==> src/design/wbsm_pkg.sv <==
// Shared types, widths and codes for the wildcard byte signature matcher.
package wbsm_pkg;

    localparam int PATTERN_MAX = 32;
    localparam int IDX_W       = $clog2(PATTERN_MAX);
    localparam int CNT_W       = $clog2(PATTERN_MAX + 1);
    localparam int POS_W       = 32;
    localparam int BYTE_W      = 8;

    localparam logic [POS_W-1:0] POS_SAT = '1;

    typedef logic [BYTE_W-1:0] byte_t;
    typedef logic [IDX_W-1:0]  idx_t;
    typedef logic [CNT_W-1:0]  cnt_t;
    typedef logic [POS_W-1:0]  pos_t;
    typedef byte_t [PATTERN_MAX-1:0] window_t;

    typedef enum logic [1:0] {
        MODE_LOAD    = 2'd0,
        MODE_DATA    = 2'd1,
        MODE_RESTART = 2'd2
    } mode_t;

    // Per-cell compare status handed back to the top level
    typedef struct packed {
        logic hit;
        logic fixed;
    } cell_stat_t;

endpackage

==> src/design/wbsm_cell.sv <==
// One matcher cell: a window byte stage and one pattern entry with its compare.
module wbsm_cell
    import wbsm_pkg::*;
(
    input  logic       clk,
    input  logic       rst_n,
    input  idx_t       cell_index,
    input  byte_t      shift_in,
    input  logic       shift_en,
    input  logic       clear,
    input  logic       load_en,
    input  idx_t       load_index,
    input  byte_t      load_value,
    input  logic       load_wild,
    input  window_t    window_next,
    input  idx_t       last_entry,
    output byte_t      win_byte,
    output cell_stat_t stat
);

    byte_t win_reg;
    byte_t value_reg;
    logic  wild_reg;
    idx_t  age;
    logic  in_use;
    logic  equal;

    // Window stage: take the neighbor's byte on each data transfer
    always_ff @(posedge clk or negedge rst_n)
    begin
        if (!rst_n)
        begin
            win_reg <= '0;
        end
        else if (clear)
        begin
            win_reg <= '0;
        end
        else if (shift_en)
        begin
            win_reg <= shift_in;
        end
    end

    // Pattern entry, written only by a load addressed to this cell
    always_ff @(posedge clk)
    begin
        if (load_en && (load_index == cell_index))
        begin
            value_reg <= load_value;
            wild_reg  <= load_wild;
        end
    end

    // Entry k faces the byte of age (len-1-k) in the updated window
    always_comb
    begin
        in_use     = (cell_index <= last_entry);
        age        = last_entry - cell_index;
        equal      = (window_next[age] == value_reg);
        stat.hit   = !in_use || wild_reg || equal;
        stat.fixed = in_use && !wild_reg;
    end

    assign win_byte = win_reg;

endmodule

==> config.mk <==
export PLATFORM = sky130hd
export DESIGN_NAME = wbsm_cell
export DESIGN_NICKNAME = d
export VERILOG_FILES = /design/src/design/wbsm_pkg.sv /design/src/design/wbsm_cell.sv
export SDC_FILE = /design/constraint.sdc
export NUM_CORES = 1
export LEC_CHECK = 0
export BUFFER_PORTS_ARGS = -buffer_cell sky130_fd_sc_hd__buf_2
export CAP_MARGIN = 5
export CORE_AREA = 5 5 115 117
export CTS_CLUSTER_SIZE = 8
export DETAILED_ROUTE_END_ITERATION = 10
export DIE_AREA = 0 0 120 122
export SYNTH_ARGS = -nofsm -noshare
export SYNTH_HDL_FRONTEND = slang
export SYNTH_SLANG_ARGS = --single-unit
export TNS_END_PERCENT = 1
==> constraint.sdc <==
create_clock -name clk -period 4.03 [get_ports clk]
set_input_delay 0.403 -clock clk [delete_from_list [all_inputs] [get_ports clk]]
set_output_delay 0.403 -clock clk [all_outputs]
set_load 0.01 [all_outputs]
==> metrics.md <==
| Metric | Value |
|---|---|
| Clk_skew | `0 ns` |
| R2R Path Start | `win_byte[7]` |
| Worst-Skew Late Latency | `0.25 ns` |
| Largest cells by area after synthesis | `mux4_2 (47%), edfxtp_1 (8.9%), mux2i_1 (7.9%), dfrtp_1 (6.6%), a32oi_1 (4.0%)` |
| Vias per cell | `~5.1` |
| Final ANT Viol Nets | `0` |
| Netlist cell types | `a little over 40` |
| TritonCTS clock tree | `done` |
| Reg area | `about 470 sq um` |
| Largest net degree at the start of global routing | `49` |
| Crit path max-delay cell type | `o211a_1` |
| Slew HR | `between 60% and 70%` |
| Mapped Nets | `approximately 540` |
| Initial antenna violation count | `1` |
| Setup crit end kind | `output port` |
| Row count | `41` |
| Gr usage total | `17.4%` |
| Die Y | `122 um` |
| Min-Delay Path Class | `input pin to flip-flop` |
| Worst-Margin Slew | `between 0.5 and 0.6 ns` |
| Worst reg2reg endpoint | `win_byte[7]` |
| Worst path cell trace | `buf_2, inv_1, ha_4, inv_1, fa_2, nand3_1, and3b_1, o211a_1, a32oi_1, a21oi_1, o22ai_1, o41ai_2, buf_2` |
| CTS resizes | `0` |
| CTS clk-pin slew, worst paths | `approximately 0.06 ns` |
| Fill cell count | `between 1000 and 1500` |
| Critical Path RT | `approximately 3.6 ns` |
| CP peak stage delay | `0.44 ns` |
| Finished Core Util | `just under 40%` |
| Post-synth ARST share | `a little under half` |
| Reg2Reg Depth | `2` |
| Starting Density | `around a quarter` |
| WP depth | `13` |
| Gpl congestion | `0.825` |
| Post-synth EDFFs | `9` |
| R2R setup slack | `3.32 ns` |
| I/O pin cnt | `between 300 and 400` |
| Unrepaired setup endpoints after global routing | `no` |
| Setup Buffers After CTS | `0` |
| Final HPWL DP | `12100 um` |
| Die area | `about 15000 sq um` |
| VDD IR max | `roughly 120 uV` |
| YS warnings | `0` |
| Top FF cell, synth | `edfxtp_1` |
| Vias | `3523` |
| PD cells | `237 nW/um^2` |
| Core Box Area | `12300 sq um` |
| TritonCTS Buffers | `3` |
| Global-route wire length before repair | `around 20000 um` |
| Max Fclk | `~0.27 GHz` |
| Slew Viols, Final | `0` |
| Critical Path Start Type | `input pin` |
| H-tree levels | `1` |
| CP Max Fanout | `8` |
| Clock sink total | `17` |
| Setup crit end | `stat[1]` |
| Layout Area Growth over Synthesis | `59.1%` |
| Chip width | `approximately 120 um` |
| Avg Cell Area, Syn | `12.6 sq um` |
| Layout cell share with drive strength beyond 1 | `~73%` |
| Top-area cell type share of the netlist area | `a little under half` |
| Wirelength, routed | `13700 um` |
| Min cycle time layout | `between 3 and 4 ns` |
| Final hold vios | `0` |
| Fin nets | `837` |
| Synth Register Bits | `17` |
| Post-synthesis sequential area ratio | `between 15 and 20%` |
| CTS max path bufs | `2` |
| Mapped cell area | `3050 sq um` |
| DRC Markers | `0` |
| Area of the multi-input gates | `between 2000 and 2500 sq um` |
| Area leader, netlist | `mux4_2` |
| TritonRoute pass-1 iters | `4` |
| Critical path class | `input pin to output port` |
| Pleak | `0.00238 uW` |
| Post-Syn Instances | `approximately 240` |
| Final period util | `90.3%` |
| DRT iter0 DRCs | `around 130` |
| Avg WL per Cell | `~20 um` |
| Setup TNS | `0 ns` |
| Arr. time, crit path | `3.24 ns` |
| Congestion Overflow GR | `0` |
| WP buf/inv | `4` |
| Clock Tree Root | `clkbuf_16` |
| Run status | `complete, no violations` |
| Top Family by Delay on Critical Path | `compound AO/OA/AOI/OAI gates` |
| Setup Viol. Count Final | `0` |
| IO Port Bufs | `302` |
| Max Cap Viol | `0` |
| Origin of the worst setup path | `last_entry[0]` |
| Vias in the first global route | `3961` |
logic make-up (layout without fill, tap and decap cells):
logic type	count (synthesis)	in the layout	synth area share, %
mux	88	88	55.1
buf+inv	26	320	4.06
flops	17	17	15.4
simple gates	58	58	9.43
xor+xnor	7	7	2.25
other cells	0	2	0
fa+ha+maj	6	6	2.70
compound gates	41	41	11.1
worst min-delay path by stage:
stage,slack [ns],end,start,depth (start not counted)
after detailed placement,0.25,win_byte[4],rst_n,1
after CTS,0.32,wild_reg,load_wild,1
after global placement,0.25,win_byte[4],rst_n,1
after floorplan,0.11,win_byte[0],rst_n,0
final,0.33,wild_reg,load_wild,1
after global routing,0.32,value_reg[2],load_value[2],1
power breakdown:
group | internal, uW | leakage (uW) | total, uW | switching [uW]
Combinational | 412 | 0.00215 | 753 | 341
Sequential | 190 | 0.000187 | 193 | 3.11
Clock | 134 | 0.0000414 | 207 | 72.7
Total | 736 | 0.00238 | 1150 | 417
stage by stage:
| step | total power (uW) | cells | setup slack [ns] | cell area, sq um | hold slack (ns) |
|---|---|---|---|---|---|
| 6_report | 1150 | 689 | 0.390 | 4860 | 0.329 |
| 5_1_grt | 1240 | 688 | 0.203 | 4860 | 0.322 |
| 4_1_cts | 1180 | 687 | 0.339 | 4850 | 0.323 |
| 3_5_place_dp | 963 | 682 | 0.342 | 4760 | 0.255 |
| 3_3_place_gp | 952 | 682 | 0.396 | 4760 | 0.249 |
| 2_1_floorplan | 682 | 243 | 0.779 | 3050 | 0.107 |
cell usage in the layout (no fill, tap or decap), types with 2 or more instances in the layout:
master / Yosys / final
clkbuf_16: 0 / 3
a21o_2: 2 / 2
a21o_1: 2 / 2
inv_1: 6 / 6
buf_12: 0 / 2
nand2_1: 32 / 32
a21oi_1: 9 / 9
diode_2: 0 / 2
mux2i_1: 24 / 24
buf_2: 6 / 302
xor2_1: 4 / 4
o21ai_0: 2 / 2
nor2_1: 9 / 9
o22ai_1: 3 / 3
buf_4: 5 / 5
mux4_2: 64 / 64
a32oi_1: 14 / 14
edfxtp_1: 9 / 9
a32o_1: 2 / 2
dfrtp_1: 8 / 8
ha_1: 5 / 4
and3_1: 7 / 7
per-layer routing:
layer | wire [um] | part of all wire [%] | vias up | GRT usage, %
met1 | 4560 | 33 | 1698 | 18.2
li1 | - | - | 1623 | -
met2 | 7640 | 56 | 184 | 34.6
met4 | 235 | 1.7 | 0 | 3.44
met5 | 0 | 0 | - | 0
met3 | 1280 | 9.3 | 18 | 4.87
synthesized netlist by cell type, types with 6 or more instances:
cell	n
nand2_1	32
a21oi_1	9
and3_1	7
dfrtp_1	8
mux4_2	64
mux2i_1	24
buf_2	6
edfxtp_1	9
nor2_1	9
inv_1	6
a32oi_1	14
area by class of cell:
| cell class | instances | area share [%] |
|---|---|---|
| inverter | 6 | 0.464 |
| sequential | 17 | 9.68 |
| multi-input combinational | 200 | 51.3 |
| clock buffer | 3 | 1.55 |
| timing repair buffer | 310 | 32.9 |
| clock inverter | 1 | 0.129 |
| tap | 150 | 3.86 |
| antenna | 2 | 0.103 |
what timing repair did:
item                                    in CTS  in global routing
hold endpoints to repair                     8                  0
hold buffers                                 1                  0
endpoints found under the setup margin       0                  0
(Power assumes the default switching activity.)
